[src/hw/rtl/smms_pkg.sv]
// Shared types, constants and codes of the scan-to-map match scorer.
package smms_pkg;

	// Map and scan geometry
	localparam int MAP_SIDE        = 512;
	localparam int MAX_SCAN_POINTS = 4096;
	localparam int COORD_FRAC_BITS = 20;
	localparam int MAP_DEPTH       = MAP_SIDE * MAP_SIDE;
	localparam int MAP_AW          = $clog2(MAP_DEPTH);
	localparam int SIDE_W          = $clog2(MAP_SIDE) + 1;
	localparam int COORD_W         = $clog2(MAP_SIDE);
	localparam int PS_W            = $clog2(MAX_SCAN_POINTS) + 1;

	// Field widths
	localparam int ADDR_W   = 18;
	localparam int PIX_W    = 16;
	localparam int MM_W     = 16;
	localparam int TRIG_W   = 24;
	localparam int OFF_W    = 36;
	localparam int CFG_W    = 36;
	localparam int CFG_IX_W = 3;
	localparam int SCORE_W  = 27;

	// Datapath widths
	localparam int PROD_W = TRIG_W + MM_W;
	localparam int ROT_W  = PROD_W + 1;
	localparam int FX_W   = ROT_W + 1;
	localparam int X_W    = FX_W - COORD_FRAC_BITS;
	localparam logic signed [FX_W-1:0] HALF_PIX = FX_W'(1) <<< (COORD_FRAC_BITS - 1);

	// Accumulators and divider
	localparam int SUM_W       = 29;
	localparam int CNT_W       = 13;
	localparam int SCALE_SHIFT = 10;
	localparam int QUO_W       = SCORE_W - 1;
	localparam int DIVD_W      = SUM_W + SCALE_SHIFT;
	localparam int STEP_W      = $clog2(QUO_W);

	typedef enum logic [CFG_IX_W-1:0] {
		CFG_COS,
		CFG_SIN,
		CFG_OFFX,
		CFG_OFFY,
		CFG_SIDE,
		CFG_OBST
	} cfg_idx_t;

	typedef enum logic [1:0] {
		DIV_IDLE,
		DIV_RUN,
		DIV_HOLD
	} div_state_t;

	typedef struct packed {
		logic signed [TRIG_W-1:0] cos_scaled;
		logic signed [TRIG_W-1:0] sin_scaled;
		logic signed [OFF_W-1:0]  offset_x;
		logic signed [OFF_W-1:0]  offset_y;
		logic [SIDE_W-1:0]        map_side;
		logic [PIX_W-1:0]         obstacle_value;
	} cfg_t;

	// One classified transaction on its way from front to back
	typedef struct packed {
		logic                   wr;
		logic                   use_pt;
		logic                   last;
		logic [ADDR_W-1:0]      map_address;
		logic [PIX_W-1:0]       map_value;
		logic signed [MM_W-1:0] px;
		logic signed [MM_W-1:0] py;
	} item_t;

	typedef struct packed {
		logic             valid;
		logic [SUM_W-1:0] sum;
		logic [CNT_W-1:0] cnt;
	} div_req_t;

endpackage

[src/hw/rtl/smms_div.sv]
// Score divider: restoring long division of sum*1024 by count, with result slot.
module smms_div import smms_pkg::*; (
	input  logic                      clk,
	input  logic                      arst_n,
	input  div_req_t                  req,
	input  logic                      pop,
	output logic                      empty,
	output logic signed [SCORE_W-1:0] score,
	output logic                      busy
);

	div_state_t         state_q, state_nx;
	logic [CNT_W-1:0]   rem_q, divisor_q, rem_nx;
	logic [QUO_W-1:0]   sh_q, sh_nx;
	logic [STEP_W-1:0]  step_q;
	logic [SCORE_W-1:0] score_q;
	logic [CNT_W:0]     trial;
	logic               ge;
	logic [DIVD_W-1:0]  dividend;

	assign dividend = {req.sum, SCALE_SHIFT'(0)};
	assign trial    = {rem_q, sh_q[QUO_W-1]};
	assign ge       = trial >= {1'b0, divisor_q};
	assign rem_nx   = ge ? CNT_W'(trial - {1'b0, divisor_q}) : trial[CNT_W-1:0];
	assign sh_nx    = {sh_q[QUO_W-2:0], ge};

	assign score = score_q;
	assign empty = state_q != DIV_HOLD;
	assign busy  = state_q != DIV_IDLE;

	always_ff @(posedge clk or negedge arst_n) begin
		if (!arst_n)
			state_q <= DIV_IDLE;
		else
			state_q <= state_nx;
	end

	always_comb begin
		state_nx = state_q;
		case (state_q)
			DIV_IDLE: begin
				if (req.valid)
					state_nx = (req.cnt == '0) ? DIV_HOLD : DIV_RUN;
			end
			DIV_RUN: begin
				if (step_q == STEP_W'(QUO_W - 1))
					state_nx = DIV_HOLD;
			end
			DIV_HOLD: begin
				if (pop)
					state_nx = DIV_IDLE;
			end
			default: state_nx = DIV_IDLE;
		endcase
	end

	always_ff @(posedge clk) begin
		case (state_q)
			DIV_IDLE: begin
				// quotient fits QUO_W bits, so the top bits start below the divisor
				rem_q     <= dividend[DIVD_W-1:QUO_W];
				sh_q      <= dividend[QUO_W-1:0];
				divisor_q <= req.cnt;
				step_q    <= '0;
				score_q   <= '1;
			end
			DIV_RUN: begin
				rem_q  <= rem_nx;
				sh_q   <= sh_nx;
				step_q <= step_q + STEP_W'(1);
				if (step_q == STEP_W'(QUO_W - 1))
					score_q <= {1'b0, sh_nx};
			end
			default: begin
				step_q <= step_q;
			end
		endcase
	end

endmodule

[config.mk]
export PLATFORM = sky130hd
export DESIGN_NAME = smms_div
export DESIGN_NICKNAME = d
export VERILOG_FILES = /design/src/hw/rtl/smms_pkg.sv /design/src/hw/rtl/smms_div.sv
export SDC_FILE = /design/constraint.sdc
export NUM_CORES = 1
export LEC_CHECK = 0
export ABC_CLOCK_PERIOD_IN_PS = 3300
export BUFFER_PORTS_ARGS = -buffer_cell sky130_fd_sc_hd__clkbuf_2
export CORE_UTILIZATION = 45
export DETAILED_ROUTE_END_ITERATION = 8
export GPL_ROUTABILITY_DRIVEN = 1
export PLACE_DENSITY = 0.66
export SYNTH_ARGS = -nofsm -noshare
export SYNTH_HDL_FRONTEND = slang
export SYNTH_SLANG_ARGS = --single-unit
[constraint.sdc]
create_clock -name clk -period 3.3 [get_ports clk]
set_input_delay 0.165 -clock clk [delete_from_list [all_inputs] [get_ports clk]]
set_output_delay 0.165 -clock clk [all_outputs]
set_load 0.1 [all_outputs]
**Yosys cells after proc, flatten, opt, wreduce, memory -nomap -nowiden**

Cells that the tools add are included.

- Add/subtract/negate cells: 2
- $mul: 0
- Div/mod/pow operators: 0
- Magnitude comparators: 1
- Eq/ne operators: 7
- Shift operators: 0
- Muxes and demuxes: 11
- Bitwise gates (word level): 0
- Reduce and logical (&&, ||, !) cells: 6

Operator list:

| kind | count |
|---|---|
| case mux 27 bit (2 select lines) | 1 |
| case mux 26 bit (2 select lines) | 1 |
| two-way mux 27 bit | 1 |
| case mux 13 bit (2 select lines) | 1 |
| greater-or-equal comparator 14 x 13 -> 1 bit | 1 |
| logical NOT 13 bit | 1 |
| two-way mux 13 bit | 1 |
| subtractor 13 bit | 1 |
| case mux 5 bit (2 select lines) | 1 |
| two-way mux 2 bit | 4 |
| inequality test 2 bit, second input constant | 4 |
| case mux 2 bit (3 select lines) | 1 |
| adder 5 x 1 -> 5 bit, second input constant | 1 |
| equality test 5 bit, second input constant | 1 |
| nonzero test 2 bit | 2 |
| AND reduction 3 bit | 1 |
| equality test 2 x 1 -> 1 bit, second input constant | 1 |
| equality test 2 bit, second input constant | 1 |
| logical NOT 2 bit | 1 |
| AND reduction 2 bit | 1 |

- Register bits: 86
- Bits in latches: 0
- RAM bits: 0
- Memory bits (read-only): 0
- Bits of input ports: 46
- Output and inout port bits: 29
- Logic and storage cells: 33
- Memories kept: 0

**Depth between registers and ports, before layout**

- Depth after elaboration: 4
- Mapped depth: 12
- Depth with buffers taken out: 10

**Worst setup path after synthesis**

Ideal clock, no wire load.

- Path type: register -> register
- Start point: reg sh_q[25]
- End point: reg rem_q[10] (data pin)
- Setup time: 0.265 ns
- Arrival: 2.297 ns
- Data required time: 3.035 ns
- Path slack: 0.738 ns
- Stages on the path, launching flop included: 13
- Buffers on the path: 2
- Clock period less this slack: 2.562 ns
- Cells stage by stage: edfxtp_1 > inv_1 > ha_1 > inv_1 > fa_1 > a21o_1 > a221oi_2 > o211ai_1 > a41o_1 > buf_6 > buf_8 > mux2i_1 > o21ai_1

- Cells in the longest elaborated chain, start to end: 3
- Elaborated cells on any way between the ends: 4
- Classes of those cells: add/sub: 1; order compare: 1; mux: 2

Ends and longest elaborated chain:

| what | RTL line | text |
|---|---|---|
| from (decl) | smms_div.sv:14 | `logic [QUO_W-1:0] sh_q, sh_nx;` |
| from (signal assigned) | smms_div.sv:62 | `sh_q <= dividend[QUO_W-1:0];` |
| from (signal assigned) | smms_div.sv:69 | `sh_q <= sh_nx;` |
| subtractor 13 bit or greater-or-equal comparator 14 x 13 -> 1 bit (tied branches) | smms_div.sv:24, smms_div.sv:23 |  |
| two-way mux 13 bit * | smms_div.sv:24 | `assign rem_nx = ge ? CNT_W'(trial - {1'b0, divisor_q}) : trial[CNT_W-1:0];` |
| case mux 13 bit (2 select lines) * | smms_div.sv:58 | `case (state_q)` |
| to (signal assigned) | smms_div.sv:61 | `rem_q <= dividend[DIVD_W-1:QUO_W];` |
| to (signal assigned) | smms_div.sv:68 | `rem_q <= rem_nx;` |
| to (decl) | smms_div.sv:13 | `logic [CNT_W-1:0] rem_q, divisor_q, rem_nx;` |

Mark *: on every way between the ends. The rest lies on a longest branch, timed or not.
A chain may end at the register's enable or synchronous reset.

**Worst setup path in the final report**

- Start point: reg sh_q[25]
- End point: reg rem_q[12] (data pin)

The elaborated chain is that of the path after synthesis.

==> run metrics <==
io pins=75; most frequent cells in the layout=edfxtp_1, clkbuf_2, nand2_1, nand2b_1, inv_1; cell count along the critical path=10; gr usage total=17.1%; PortBufs=74; Core Area=8890 sq um; vias per cell=5.06; Non-Filler Instances=554; cts repair resizes=0; Max Fclk=327 MHz; CP Class=flip-flop to flip-flop; GR Layer Usage met2=27.6%; gr busiest metal=met2; postcts setup bufs=0; critical path's top delay family=compound AO/OA/AOI/OAI gates; Post-Syn Area=4230 sq um; drt total wl=7.85 mm; post-route setup TNS=0 ns; Layout Nets=504; Max-cap violations=0; Buf/Inv on CP=2; Seq. cell area=2570 sq um; asr flop ratio synth=2.33%; Max-slew headroom=39.7%; FF+latch count, synth=86; Crit path largest cell delay=0.55 ns; Pre-Repair DR Iteration Count=4; final setup fails=0; clk_lat worst skew=0.35 ns; Starting Density=47.5%; fin crit share=92.8%; die width=98.9 microns; syn_nets=423; YS warnings=0; met3 Use GR=4.68%; vias in the first global route=2,776; worst-margin pin slew=0.903 ns; count of cell types in the netlist=50; hold depth=1; vias=2,804; Post-DP Area=4700 sq um; CP cell instances=inv_1 > ha_1 > inv_1 > fa_1 > a21o_1 > a221oi_2 > o211ai_1 > a41o_1 > and2_1 > a21o_1; dpl cells=532; FP Rows=34; first-pass GRT wire length=13.1 mm; unrepaired setup endpoints after global routing=false; critical path data arrival time=3.17 ns; Longest Clk Path Bufs=2; H-tree levels=3; DRC viols=0; WL/cell=14.2 microns; ANT cells=0; Worst setup EP type=flip-flop; critical path launch point type=flip-flop; Post-synth EDFFs=84; Crit Path Max Fanout=17; commonest non-fill, non-tap cell in the layout=edfxtp_1; Post-Synthesis Cells=361; 1st-iter DRT viols=156; GP Congestion=0.858; Worst Skew=0.0121 ns; Clock Tree Root=clkbuf_8; Fillers=785; syn_area_per_cell=11.7 sq um; grt ovf=0; clock transition at the registers of the reported paths=0.09 ns; largest net degree at the start of global routing=57; Hold Crit Class=input port to flip-flop; multi-input logic area=1500 sq um; area grow syn2layout=18.1%; Core Util, Final=56.1%; Crit-path slowest cell=a41o_1; die footprint=9780 sq um; r2r worst-path depth=10; TritonCTS clock tree=done; Fin. Hold Viols=0; grt met1 use=23.0%; hold buffers post-CTS=2; layout cells sized above 1=23.1%; status=finished clean; CTS sink cnt=86; cts bufs inserted=9; required time of the worst setup path=3.41 ns; final count of pins violating max slew=0; top_reg_cell synth=edfxtp_1; Detailed Place HPWL=5.45 mm; sequential-to-total area share from yosys stat=60.9%; antenna violation net count after detailed routing=0; Final Critical Period=3.06 ns; initial antenna violation count=0; post-route cell area=4990 sq um; die height=98.9 microns
-- per-layer routing --
metal	vias up	wire length, microns	part of all wire (%)
met2	65	3750	48
met3	9	351	4.5
met5	-	0	0
met1	1295	3660	47
li1	1435	-	-
met4	0	83	1.1
-- cell families (layout without fill, tap and decap cells) --
| family | after synthesis | count (layout) | synth area share (%) |
|---|---|---|---|
| xor+xnor | 12 | 12 | 2.49 |
| compound gates | 53 | 53 | 8.35 |
| simple gates | 145 | 145 | 16.6 |
| buf+inv | 38 | 123 | 4.09 |
| mux | 11 | 11 | 2.72 |
| flops | 86 | 86 | 60.9 |
| fa+ha+maj | 16 | 16 | 4.92 |
-- area by class of cell --
type,count,share of cell area [%]
clock buffer,9,2.48
clock inverter,6,1.91
inverter,21,1.58
multi-input combinational,237,30.0
sequential,86,51.6
tap,108,2.71
timing repair buffer,87,9.73
-- cell usage after synthesis (2+ instances only) --
master,number,share of area (%)
nand2_1,68,6.0
a21oi_2,2,0.41
inv_1,20,1.8
nor2_1,13,1.2
nor4_1,3,0.44
o21ai_0,7,0.83
clkbuf_1,10,0.89
xor2_1,5,1.0
dfrtp_1,2,1.2
o21ai_1,5,0.59
a21oi_1,14,1.7
a21o_1,7,1.2
nor2b_1,4,0.59
a31oi_1,2,0.30
edfxtp_1,84,60
mux2i_1,10,2.4
and2_1,10,1.5
a211o_1,2,0.41
ha_1,15,4.4
xnor2_1,7,1.5
nand3_1,7,0.83
nand4_1,3,0.44
nand2b_1,27,4.0
buf_2,3,0.36
nor3_1,3,0.36
o21a_1,3,0.53
buf_6,2,0.53
-- flip-flops by register name, indices dropped and copies added (netlist names) --
register and cells:
rem_q 13, score 27, state_q 2, divisor_q 13
step_q 5, sh_q 26
-- final timing paths --
kind / end / slack [ns] / startpoint
max: rem_q[12]$_DFFE_PP_ / 0.24 / sh_q[25]$_DFFE_PP_
min: divisor_q[2]$_DFFE_PP_ / 0.008 / req[2]
max reg2reg: rem_q[12]$_DFFE_PP_ / 0.24 / sh_q[25]$_DFFE_PP_
min reg2reg: score[3]$_SDFFCE_PN1P_ / 0.52 / sh_q[2]$_SDFFCE_PN0P_
max in group asynchronous: state_q[0]$_DFFE_PN0P_ / 3.07 / arst_n
min in group asynchronous: state_q[1]$_DFFE_PN0P_ / 0.13 / arst_n
-- per-stage QoR --
stage | setup WS [ns] | hold slack [ns]
after detailed placement | 0.263 | -0.0411
final | 0.238 | 0.00829
after global routing | 0.0493 | 0.00387
after CTS | 0.240 | 0.00273
after floorplan | 0.738 | -0.131
after global placement | 0.364 | -0.0485
Power is not shown: default switching activity piles up to over one toggle a cycle in this logic, so the estimate is an artifact.
