[config.mk]
export PLATFORM = sky130hd
export DESIGN_NAME = smms_fifo
export DESIGN_NICKNAME = d
export VERILOG_FILES = /design/src/hw/rtl/smms_pkg.sv /design/src/hw/rtl/smms_fifo.sv
export SDC_FILE = /design/constraint.sdc
export NUM_CORES = 1
export LEC_CHECK = 0
export ABC_CLOCK_PERIOD_IN_PS = 2500
export BUFFER_PORTS_ARGS = -buffer_cell sky130_fd_sc_hd__buf_2
export CAP_MARGIN = 15
export CORE_MARGIN = 2
export CORE_UTILIZATION = 34
export DETAILED_ROUTE_END_ITERATION = 7
export GPL_TIMING_DRIVEN = 1
export PLACE_DENSITY = 0.51
export SETUP_SLACK_MARGIN = 0.1
export SYNTH_ARGS = -nofsm -noshare
export SYNTH_HDL_FRONTEND = slang
export SYNTH_SLANG_ARGS = --single-unit
[constraint.sdc]
create_clock -name clk -period 2.5 [get_ports clk]
set_input_delay 0.375 -clock clk [delete_from_list [all_inputs] [get_ports clk]]
set_output_delay 0.375 -clock clk [all_outputs]
set_load 0.01 [all_outputs]
[src/hw/rtl/smms_pkg.sv]
// Shared types, constants and codes of the scan-to-map match scorer.
package smms_pkg;

	// Map and scan geometry
	localparam int MAP_SIDE        = 512;
	localparam int MAX_SCAN_POINTS = 4096;
	localparam int COORD_FRAC_BITS = 20;
	localparam int MAP_DEPTH       = MAP_SIDE * MAP_SIDE;
	localparam int MAP_AW          = $clog2(MAP_DEPTH);
	localparam int SIDE_W          = $clog2(MAP_SIDE) + 1;
	localparam int COORD_W         = $clog2(MAP_SIDE);
	localparam int PS_W            = $clog2(MAX_SCAN_POINTS) + 1;

	// Field widths
	localparam int ADDR_W   = 18;
	localparam int PIX_W    = 16;
	localparam int MM_W     = 16;
	localparam int TRIG_W   = 24;
	localparam int OFF_W    = 36;
	localparam int CFG_W    = 36;
	localparam int CFG_IX_W = 3;
	localparam int SCORE_W  = 27;

	// Datapath widths
	localparam int PROD_W = TRIG_W + MM_W;
	localparam int ROT_W  = PROD_W + 1;
	localparam int FX_W   = ROT_W + 1;
	localparam int X_W    = FX_W - COORD_FRAC_BITS;
	localparam logic signed [FX_W-1:0] HALF_PIX = FX_W'(1) <<< (COORD_FRAC_BITS - 1);

	// Accumulators and divider
	localparam int SUM_W       = 29;
	localparam int CNT_W       = 13;
	localparam int SCALE_SHIFT = 10;
	localparam int QUO_W       = SCORE_W - 1;
	localparam int DIVD_W      = SUM_W + SCALE_SHIFT;
	localparam int STEP_W      = $clog2(QUO_W);

	typedef enum logic [CFG_IX_W-1:0] {
		CFG_COS,
		CFG_SIN,
		CFG_OFFX,
		CFG_OFFY,
		CFG_SIDE,
		CFG_OBST
	} cfg_idx_t;

	typedef enum logic [1:0] {
		DIV_IDLE,
		DIV_RUN,
		DIV_HOLD
	} div_state_t;

	typedef struct packed {
		logic signed [TRIG_W-1:0] cos_scaled;
		logic signed [TRIG_W-1:0] sin_scaled;
		logic signed [OFF_W-1:0]  offset_x;
		logic signed [OFF_W-1:0]  offset_y;
		logic [SIDE_W-1:0]        map_side;
		logic [PIX_W-1:0]         obstacle_value;
	} cfg_t;

	// One classified transaction on its way from front to back
	typedef struct packed {
		logic                   wr;
		logic                   use_pt;
		logic                   last;
		logic [ADDR_W-1:0]      map_address;
		logic [PIX_W-1:0]       map_value;
		logic signed [MM_W-1:0] px;
		logic signed [MM_W-1:0] py;
	} item_t;

	typedef struct packed {
		logic             valid;
		logic [SUM_W-1:0] sum;
		logic [CNT_W-1:0] cnt;
	} div_req_t;

endpackage

[src/hw/rtl/smms_fifo.sv]
// Short queue of classified transactions between front and back.
module smms_fifo import smms_pkg::*; (
	input  logic  clk,
	input  logic  arst_n,
	input  logic  wr_en,
	input  item_t wr_item,
	input  logic  rd_en,
	output item_t rd_item,
	output logic  full,
	output logic  empty
);

	localparam int DEPTH = 4;
	localparam int PTR_W = $clog2(DEPTH);

	item_t            store_q [DEPTH];
	logic [PTR_W-1:0] wr_ptr_q;
	logic [PTR_W-1:0] rd_ptr_q;
	logic [PTR_W:0]   count_q;

	assign full    = count_q == (PTR_W + 1)'(DEPTH);
	assign empty   = count_q == '0;
	assign rd_item = store_q[rd_ptr_q];

	always_ff @(posedge clk) begin
		if (wr_en)
			store_q[wr_ptr_q] <= wr_item;
	end

	always_ff @(posedge clk or negedge arst_n) begin
		if (!arst_n) begin
			wr_ptr_q <= '0;
			rd_ptr_q <= '0;
			count_q  <= '0;
		end else begin
			if (wr_en)
				wr_ptr_q <= wr_ptr_q + PTR_W'(1);
			if (rd_en)
				rd_ptr_q <= rd_ptr_q + PTR_W'(1);
			if (wr_en && !rd_en)
				count_q <= count_q + (PTR_W + 1)'(1);
			else if (rd_en && !wr_en)
				count_q <= count_q - (PTR_W + 1)'(1);
		end
	end

endmodule

=== Word level (Yosys, flattened, before mapping) ===
Memories as Yosys holds them, arrays and structs flattened.
Index checks and enable logic that the tools add are counted.

* Muxes and demuxes: 4
* Equality and inequality tests: 1
* Reductions and logical operators: 6
* Add/sub/neg operators: 4

{| class="wikitable"
|+ Operators by type and width
! operator !! number
|-
| 2-to-1 mux 3 bit || 2
|-
| adder 2 x 1 -> 2 bit, second input constant || 2
|-
| adder 3 x 1 -> 3 bit, second input constant || 1
|-
| equality test 3 bit, second input constant || 1
|-
| logical NOT 3 bit || 1
|-
| subtractor 3 x 1 -> 3 bit, second input constant || 1
|-
| logical AND 1 bit || 2
|-
| logical NOT 1 bit || 2
|-
| 2-to-1 mux 1 bit || 2
|-
| nonzero test 2 bit || 1
|}

* Input bits: 73
* RAM bits: 276
* Memories: 1
* Output and inout port bits: 71
* Word-level logic and storage cells: 19
* Bits in registers: 7

{| class="wikitable"
|+ Memory list
! memory !! depth !! width !! read ports !! clocked after memory_dff !! write ports !! RTL line !! text
|-
| store_q || 4 || 69 || 1 || 0 || 1 || smms_fifo.sv:16 || <nowiki>item_t store_q [DEPTH];</nowiki>
|}

=== Logic depth before layout (Yosys ltp) ===
Gate-level depths: netlist of run 1.

* Depth after elaboration: 4
* Gate-level depth with buffers: 7
* Gate-level depth less buffers: 7

=== Worst setup path before layout of run 1 ===
No wires, ideal clock.

* Path kind: reg2reg
* Start point: reg wr_ptr_q[0]
* End point: mem store_q[2][0] in the netlist's numbering (enable)
* Clock period less this slack: 2667 ps
* Path slack: -167 ps
* Buffers on the path: 0
* Required time: 2065 ps
* Stages on the path, launching flop included: 4
* Library setup time: 435 ps
* Data arrival time: 2233 ps
* Path through: dfrtp_1 inv_1 ha_1 and2_1

{| class="wikitable"
|+ RTL lines
! item !! RTL line !! text
|-
| from (decl) || smms_fifo.sv:17 || <nowiki>logic [PTR_W-1:0] wr_ptr_q;</nowiki>
|-
| from (signal assigned) || smms_fifo.sv:37 || <nowiki>wr_ptr_q <= wr_ptr_q + PTR_W'(1);</nowiki>
|-
| to (decl) || smms_fifo.sv:16 ||
|}

No word-level cell before the write port.

==> results of run 1 <==
==> power by group through the flow <==
stage / Clock [mW] / Sequential, mW / Combinational [mW]
6_report: 4.29 / 6.51 / 5.07
5_1_grt: 4.62 / 6.59 / 5.47
4_1_cts: 4.42 / 6.52 / 4.88
3_5_place_dp: 0 / 6.72 / 4.31
3_3_place_gp: 0 / 6.66 / 4.28
2_1_floorplan: 0 / 6.46 / 2.92
==> flip-flops by register name (all words and copies together), names as in the netlist <==
signal and flops:
store_q 276, count_q 3, rd_ptr_q 2, wr_ptr_q 2
==> area by class of cell <==
type                       instances  area [µm²]
fill                            2652       17400
sequential                       283        8470
multi-input combinational         92        1760
timing repair buffer             171        1310
clock buffer                      46         872
tap                              396         495
clock inverter                    10         100
inverter                           4        15.0
antenna                            1        2.50
==> per-stage QoR <==
stage / cells / utilization / setup slack, ns / cell area [µm²]
floorplan: 395 / - / 0.585 / 10400
global placement: 935 / 0.384 / 0.521 / 11700
detailed placement: 935 / 0.384 / 0.508 / 11700
CTS: 1002 / 0.423 / 0.0643 / 12900
global route: 1002 / 0.428 / 0.0484 / 13000
finish: 1003 / 0.428 / 0.109 / 13000
==> routing by layer <==
metal / track usage / part of all wire / vias to the layer above
met5: 0 / 0.00062 / -
met1: 0.155 / 0.39 / 2466
met2: 0.242 / 0.52 / 145
met4: 0.0306 / 0.020 / 2
met3: 0.0329 / 0.063 / 35
li1: - / - / 2075
==> cell usage in the layout (no fill, tap or decap) <==
cell,instances
buf_2,117
nor3_1,1
nor3b_1,1
buf_12,10
and2_4,4
edfxtp_1,276
xor2_1,4
mux4_2,69
clkinv_1,3
bufinv_16,2
fa_1,1
buf_16,4
dlygate4sd3_1,1
clkbuf_16,31
o21ai_0,1
buf_6,25
ha_1,5
dfrtp_4,2
inv_6,1
buf_8,2
buf_4,12
nand2_1,2
mux2_2,1
clkinv_2,4
clkbuf_8,4
diode_2,1
dfrtp_1,5
nor2_1,1
clkbuf_1,11
inv_1,4
xnor2_1,2
==> timing repair <==
item / 4_1_cts / 5_1_grt
endpoints found under the hold margin: 7 / 0
setup endpoints to repair: 62 / 52
gates cloned: 3 / 0
hold buffers: 1 / 0
resized for setup: 10 / 34
buffers inserted: 7 / 0
pin swaps: 0 / 0
==> path summary, 6_finish.rpt <==
kind | end | slack (ns) | cells after the start | startpoint
hold reg to reg | count_q[2] | 0.49 | 1 | count_q[2]
setup / recovery | rd_item[23] | 0.11 | 4 | rd_ptr_q[0]
min in group asynchronous | wr_ptr_q[1] | 0.21 | 2 | arst_n
max in group asynchronous | rd_ptr_q[1] | 2.11 | 2 | arst_n
setup reg to reg | store_q[0][60] | 0.72 | 4 | wr_ptr_q[0]
hold / removal | store_q[0][22] | 0.04 | 1 | wr_item[22]
==> logic make-up after synthesis <==
kind of cell / count (synthesis) / synth area share
and+or+nand+nor: 9 / 0.00468
AOI/OAI and AO/OA: 1 / 0.000480
adders and majority gates: 6 / 0.00792
DFF: 283 / 0.812
buffers and inverters: 20 / 0.0197
muxes: 70 / 0.150
xor gates and xnor gates: 6 / 0.00504
==> flow_summary.yaml, run 1 <==
sta:
  rsz0062_at_grt: "true"
  period_needed_ns: 2.39
  tightest_slew_ns: 0.639
  fin_skew_ns: 0.00952
  setup_tns_ns: 0
  fmax_ghz: 0.418
  setup_violations: 0
  whs_ns: 0.0418
  post-route-period-util: 0.957
  hold_viol: 0
  slew_headroom: 0.574
  drv_slew: 0
critical_path:
  worstSetupPathType: "reg2out"
  path_buf_inv: 3
  critPathMaxFanout: 10
  worst_setup_path_start_kind: "flop"
  crit_arrival_ns: 2.02
  cpPeakStageDelay_ns: 0.52
  required_ns: 2.12
  crit_chain: "buf_8 -> buf_12 -> mux4_2 -> buf_2"
  end_kind: "output port"
  slowest_stage: "mux4_2"
  cpLargestDelayFamily: "multiplexers"
logic_synthesis:
  synth_edf_count: 276
  syn_area_per_cell_um2: 26.4
  synth_top_area_cell: "edfxtp_1"
  synth_common_cells: "276 x edfxtp_1, 68 x mux4_2, 7 x buf_12, 7 x buf_2, 7 x dfrtp_1"
  netlist_area_um2: 10400
  netlist_instances: 395
  synth_most_common_cell: "edfxtp_1"
  ys.flop_type: "edfxtp_1"
  syn_nets: 474
  yosysSeqAreaShare: 0.812
  yosysWarnings: 0
  synth_area_leaders: "edfxtp_1 79%, mux4_2 15%, dfrtp_1 1.7%"
  yosys_register_bits: 283
  yosysUniqueCellTypes: 20
  synth_top_area_frac: 0.795
  async_flop_share: 0.0247
pwr:
  power_switching_mw: 4.42
  power_mw: 15.9
  max-vdd-ir-drop_uv: 574
  seqPwrFrac: 0.410
  p_leak_nw: 4.48
  p_int_mw: 11.4
  clock_power_share: 0.270
  cellPowerDensity_nw_per_um2: 1220
  switching_share: 0.278
  power_frac_comb: 0.319
global_route:
  track_usage: 0.132
  grt-ovfl-total: 0
  grt_first_pass_wirelength_mm: 31.0
  grt_pass1_vias: 5177
  grt_start_max_net_pins: 43
  antenna_found_initial: 2
cts:
  cts_tree: "built"
  clk_pin_slew_ns: 0.06
  cts_sinks: 283
  htreeDepth: 1
  clock_latency_ns: 0.54
  cts_buffer_depth: 3
  cts-root-buf: "clkbuf_16"
  cts_made_buffers: 31
place:
  dp_hpwl_mm: 12.4
  portBuffers: 143
  gp_congestion: 0.688
detailed_routing:
  finalWirelength_mm: 21.1
  drcViolationCount: 0
  dr.pass1.iters: 4
  detail_route.wl_per_cell_um: 21.0
  vias: 4723
  initialDrtViolationCount: 208
  antenna_left: 0
  via_per_inst: 4.71
finish:
  drive_above_1_share: 0.475
  areaGrowthSynthToFinish_pct: 24.9
  layout.nets: 662
die:
  initial_core_util: 0.343
  core_area_um2: 30400
  dieArea_um2: 32100
  ioPinCount: 144
  fp.dieH_um: 179
  rows: 64
  fp.dieW_um: 179
hold_path:
  hold_class: "in2reg"
job:
  drv_cap: 0
status:
  status: "complete, no violations"
(Power assumes the default switching activity.)
==> run 2: changes to the inputs <==
--- a/config.mk
+++ b/config.mk
@@ -5,14 +5,14 @@
 export SDC_FILE = /design/constraint.sdc
 export NUM_CORES = 1
 export LEC_CHECK = 0
-export ABC_CLOCK_PERIOD_IN_PS = 2500
+export ABC_CLOCK_PERIOD_IN_PS = 2620
 export BUFFER_PORTS_ARGS = -buffer_cell sky130_fd_sc_hd__buf_2
 export CAP_MARGIN = 15
 export CORE_MARGIN = 2
 export CORE_UTILIZATION = 34
 export DETAILED_ROUTE_END_ITERATION = 7
 export GPL_TIMING_DRIVEN = 1
-export PLACE_DENSITY = 0.51
+export PLACE_DENSITY = 0.49
 export SETUP_SLACK_MARGIN = 0.1
 export SYNTH_ARGS = -nofsm -noshare
 export SYNTH_HDL_FRONTEND = slang
==> constraint.sdc (replaced) <==
create_clock -name clk -period 2.62 [get_ports clk]
set_input_delay 0.393 -clock clk [delete_from_list [all_inputs] [get_ports clk]]
set_output_delay 0.393 -clock clk [all_outputs]
set_load 0.01 [all_outputs]
==> run 2 against run 1 <==
Die area unchanged. Setup slack better by 0.075 ns. Flip-flop and latch count is the same. Clock skew increased by 0.0011 ns. Hold slack better by 0.028 ns. Highest routed layer unchanged.
==> flow_summary.yaml, run 2 (synthesis results as in run 1) <==
pwr:
  p_leak_nw: 4.33
  cellPowerDensity_nw_per_um2: 1130
  max-vdd-ir-drop_uv: 549
sta:
  tightest_slew_ns: 0.519
  hold_viol: 0
  setup_violations: 0
  fin_skew_ns: 0.0106
  drv_slew: 0
  rsz0062_at_grt: "false"
  post-route-period-util: 0.930
  period_needed_ns: 2.44
  slew_headroom: 0.654
  fmax_ghz: 0.411
  whs_ns: 0.0694
  setup_tns_ns: 0
die:
  initial_core_util: 0.343
  core_area_um2: 30400
  ioPinCount: 144
  dieArea_um2: 32100
  fp.dieW_um: 179
  fp.dieH_um: 179
  rows: 64
detailed_routing:
  finalWirelength_mm: 20.1
  detail_route.wl_per_cell_um: 20.4
  dr.pass1.iters: 4
  vias: 4652
  antenna_left: 0
  via_per_inst: 4.72
  drcViolationCount: 0
  initialDrtViolationCount: 286
cts:
  clock_latency_ns: 0.54
  cts_sinks: 283
  cts_buffer_depth: 3
  clk_pin_slew_ns: 0.06
  cts_tree: "built"
  htreeDepth: 1
  cts_made_buffers: 30
  cts-root-buf: "clkbuf_16"
hold_path:
  hold_end: "store_q[0][58]"
  hold_class: "in2reg"
  worstHoldPathCells: 1
  worstHoldStart: "wr_item[58]"
critical_path:
  required_ns: 2.23
  critPathLaunch: "rd_ptr_q[0]"
  rr_worst_depth: 4
  worstReg2RegEnd: "store_q[0][52]"
  critPathMaxFanout: 31
  worst_setup_path_start_kind: "flop"
  crit_arrival_ns: 2.04
  end_kind: "output port"
  timing.rr.start: "wr_ptr_q[0]"
  worstSetupPathType: "reg2out"
  timing.reg2reg.setup_slack_ns: 0.90
finish:
  drive_above_1_share: 0.466
  layout_commonest_cell: "edfxtp_1"
  areaGrowthSynthToFinish_pct: 21.7
  finalInstanceArea_um2: 12700
  largest_register_ffs: 276
  seq_area_um2: 8470
  regMostFlops: "store_q"
  layout.nets: 648
  layout_common_cells: "276 x edfxtp_1, 143 x buf_2, 68 x mux4_2, 31 x clkbuf_16, 9 x buf_12"
  fillers: 2698
  multi_input_area_um2: 1770
  top_regs: "store_q x276, count_q x3"
global_route:
  antenna_found_initial: 2
  grt_pass1_vias: 5063
  grt_start_max_net_pins: 37
  grt_first_pass_wirelength_mm: 30.1
  track_usage: 0.127
  grt-ovfl-total: 0
place:
  portBuffers: 143
  place_area_um2: 11700
  dp_hpwl_mm: 11.9
  gp_congestion: 0.650
job:
  drv_cap: 0
status:
  status: "complete, no violations"
run 2: changes by cell type in the layout (fill, tap and decap cells not counted), sizes merged:
cell,change
buf,-13
bufinv,+2
clkbuf,-12
clkinv,+5
clkinvlp,+1
inv,-1
run 2: repair_timing:
item	CTS	global route
setup endpoints to repair	57	1
cloned	0	0
setup buffers	2	0
pin swaps	0	0
hold endpoints to repair	7	0
hold buffers	1	0
gates resized for setup	0	1
run 2: cell type report:
cell class / count / area share
clock buffers: 34 / 0.0620
clock inverters: 17 / 0.0142
repair buffers: 158 / 0.0762
well taps: 396 / 0.0391
multi-input cells: 92 / 0.139
diodes: 1 / 0.000197
flip-flops and latches: 283 / 0.668
inverters: 4 / 0.00118
run 2: worst max-delay path by stage:
stage,to,slack (ns)
floorplan,store_q[2][0],0.70
global placement,rd_item[7],0.49
detailed placement,rd_item[7],0.46
CTS,rd_item[7],0.13
global route,rd_item[7],0.10
finish,rd_item[7],0.18
run 2: worst max-delay path: stages, from the launching register on:
cell and delay [ns]:
dfrtp_4 0.46, buf_16 0.25, mux4_2 0.59, buf_2 0.17
run 2: where the power goes:
part / internal (mW) / total, mW / switching [mW]
clock: 2.52 / 4.11 / 1.60
combinational: 1.94 / 4.09 / 2.14
sequential: 5.93 / 6.19 / 0.262
total: 10.4 / 14.4 / 4.00
run 2: metrics by stage:
stage                     std cells   util  setup slack [ns]  total power [mW]
final                           985  0.417             0.184              14.4
after global routing            984  0.417             0.100              15.2
after CTS                       984  0.417             0.129              14.7
after detailed placement        930  0.384             0.455              10.5
after global placement          930  0.384             0.486              10.4
after floorplan                 395      -             0.705              8.95
run 2: per-layer routing:
metal  GRT usage  up-vias  routed length (µm)
li1            -     2037                   -
met1       0.160     2462                8380
met3      0.0257       34                 998
met4      0.0366        2                 525
met2       0.221      117               10200
met5           0        -                  13
==> run 3: changes to the inputs <==
--- a/config.mk
+++ b/config.mk
@@ -12,7 +12,6 @@
 export CORE_UTILIZATION = 34
 export DETAILED_ROUTE_END_ITERATION = 7
 export GPL_TIMING_DRIVEN = 1
-export PLACE_DENSITY = 0.49
 export SETUP_SLACK_MARGIN = 0.1
 export SYNTH_ARGS = -nofsm -noshare
 export SYNTH_HDL_FRONTEND = slang
==> run 3 against run 2 <==
Sequential power is essentially flat. Clock-buffer cell count is the same. Flip-flop and latch count is the same. Register-to-register slack lost 0.09 ns. Clock power shrank 2%. Setup slack gained 0.036 ns.
==> flow_summary.yaml, run 3 (synthesis results as in run 1) <==
finish:
  layout_common_cells: "276 x edfxtp_1, 143 x buf_2, 68 x mux4_2, 29 x clkbuf_16"
  top_regs: "store_q x276, count_q x3"
  areaGrowthSynthToFinish_pct: 21.7
  drive_above_1_share: 0.468
  fillers: 2684
  regMostFlops: "store_q"
  layout_commonest_cell: "edfxtp_1"
  largest_register_ffs: 276
  layout.nets: 652
  n_antenna_cell: 0
sta:
  period_needed_ns: 2.40
  whs_ns: 0.0730
  fin_skew_ns: 0.00578
  rsz0062_at_grt: "false"
  hold_viol: 0
  fmax_ghz: 0.417
  slew_headroom: 0.647
  setup_tns_ns: 0
  tightest_slew_ns: 0.529
  drv_slew: 0
  setup_violations: 0
  post-route-period-util: 0.916
die:
  dieArea_um2: 32100
  ioPinCount: 144
  core_area_um2: 30400
  rows: 64
  fp.dieH_um: 179
  fp.dieW_um: 179
  initial_core_util: 0.343
critical_path:
  end_kind: "output port"
  required_ns: 2.23
  crit_cells: 4
  slowest_stage: "mux4_2"
  critPathMaxFanout: 7
  critPathMostFrequentCell: "buf_4"
  rr_worst_depth: 4
  cpLargestDelayFamily: "buffers and inverters"
  worst_setup_path_start_kind: "flop"
  worstSetupPathType: "reg2out"
  path_buf_inv: 3
  cpPeakStageDelay_ns: 0.51
  crit_chain: "buf_4 -> buf_4 -> mux4_2 -> buf_2"
  crit_arrival_ns: 2.01
pwr:
  switching_share: 0.278
  power_frac_comb: 0.290
  max-vdd-ir-drop_uv: 563
  seqPwrFrac: 0.430
  p_int_mw: 10.4
  clock_power_share: 0.280
  p_leak_nw: 4.33
  cellPowerDensity_nw_per_um2: 1130
  power_switching_mw: 3.99
job:
  drv_cap: 0
cts:
  cts_tree: "built"
  htreeDepth: 1
  clock_latency_ns: 0.52
  clk_pin_slew_ns: 0.06
  cts_sinks: 283
  cts-root-buf: "clkbuf_16"
  cts_buffer_depth: 3
  cts_resized: 0
  cts_made_buffers: 29
hold_path:
  hold_class: "in2reg"
  worstHoldPathCells: 2
detailed_routing:
  drcViolationCount: 0
  dr.pass1.iters: 4
  vias: 4675
  antenna_left: 0
  finalWirelength_mm: 19.7
  via_per_inst: 4.72
  detail_route.wl_per_cell_um: 19.9
  initialDrtViolationCount: 311
place:
  dp_hpwl_mm: 12.1
  gp_congestion: 0.673
  portBuffers: 143
global_route:
  grt_start_max_net_pins: 41
  grt_pass1_vias: 5067
  use_met3: 0.0248
  grt_first_pass_wirelength_mm: 29.3
  antenna_found_initial: 1
  grt-ovfl-total: 0
  grtUsageMet1: 0.147
  track_usage: 0.122
  use_met2: 0.223
  grt_busiest_layer: "met2"
status:
  status: "complete, no violations"
-- run 3: changes by cell type in the layout (fill, tap and decap cells not counted), sizes merged --
cell / delta
clkinv: -2
buf: +5
diode: -1
clkinvlp: +3
-- run 3: routing by layer --
metal / wire [µm] / share of wire
met3: 1030 / 0.052
met4: 462 / 0.023
met2: 10600 / 0.54
met5: 11 / 0.00056
met1: 7630 / 0.39
-- run 3: per-stage QoR --
stage | power (mW) | setup WS (ns) | util | cell area [µm²] | instances
6_report | 14.3 | 0.220 | 0.417 | 12700 | 990
3_5_place_dp | 10.4 | 0.401 | 0.383 | 11700 | 933
2_1_floorplan | 8.95 | 0.705 | - | 10400 | 395
4_1_cts | 14.6 | 0.163 | 0.417 | 12700 | 990
5_1_grt | 15.1 | 0.119 | 0.417 | 12700 | 990
3_3_place_gp | 10.3 | 0.396 | 0.383 | 11700 | 933
-- run 3: path summary, 6_finish.rpt --
path / startpoint / endpoint / slack (ns)
max: rd_ptr_q[0] / rd_item[51] / 0.22
max reg2reg: wr_ptr_q[0] / store_q[0][10] / 0.81
min reg2reg: count_q[2] / count_q[2] / 0.53
min in group asynchronous: arst_n / count_q[0] / 0.23
min: rd_en / rd_ptr_q[0] / 0.07
max in group asynchronous: arst_n / rd_ptr_q[1] / 2.21
-- run 3: power by group through the flow --
| stage | Clock [mW] | Combinational [mW] | Sequential, mW |
|---|---|---|---|
| 2_1_floorplan | 0 | 2.79 | 6.16 |
| 3_5_place_dp | 0 | 4.01 | 6.41 |
| 4_1_cts | 4.13 | 4.32 | 6.19 |
| 5_1_grt | 4.30 | 4.53 | 6.24 |
| 6_report | 4.02 | 4.16 | 6.17 |
| 3_3_place_gp | 0 | 3.96 | 6.35 |
-- run 3: area by class of cell --
type / count / area, µm² / area share
Inverter: 4 / 15.0 / 0.00118
Clock inverter: 18 / 196 / 0.0155
Tap cell: 396 / 495 / 0.0390
Sequential cell: 283 / 8470 / 0.667
Multi-Input combinational cell: 92 / 1770 / 0.139
Clock buffer: 34 / 744 / 0.0587
Timing Repair Buffer: 163 / 1000 / 0.0789
-- run 3: worst reg2reg max path, stage by stage (launching register included) --
cell     delay [ns]
dfrtp_1        0.42
inv_1          0.10
ha_1           0.15
and2_4         0.47
buf_12         0.31
-- run 3: timing repair --
action	in CTS	in global routing
endpoints found under the hold margin	7	0
buffers inserted	4	0
hold buffers	1	0
endpoints found under the setup margin	69	0
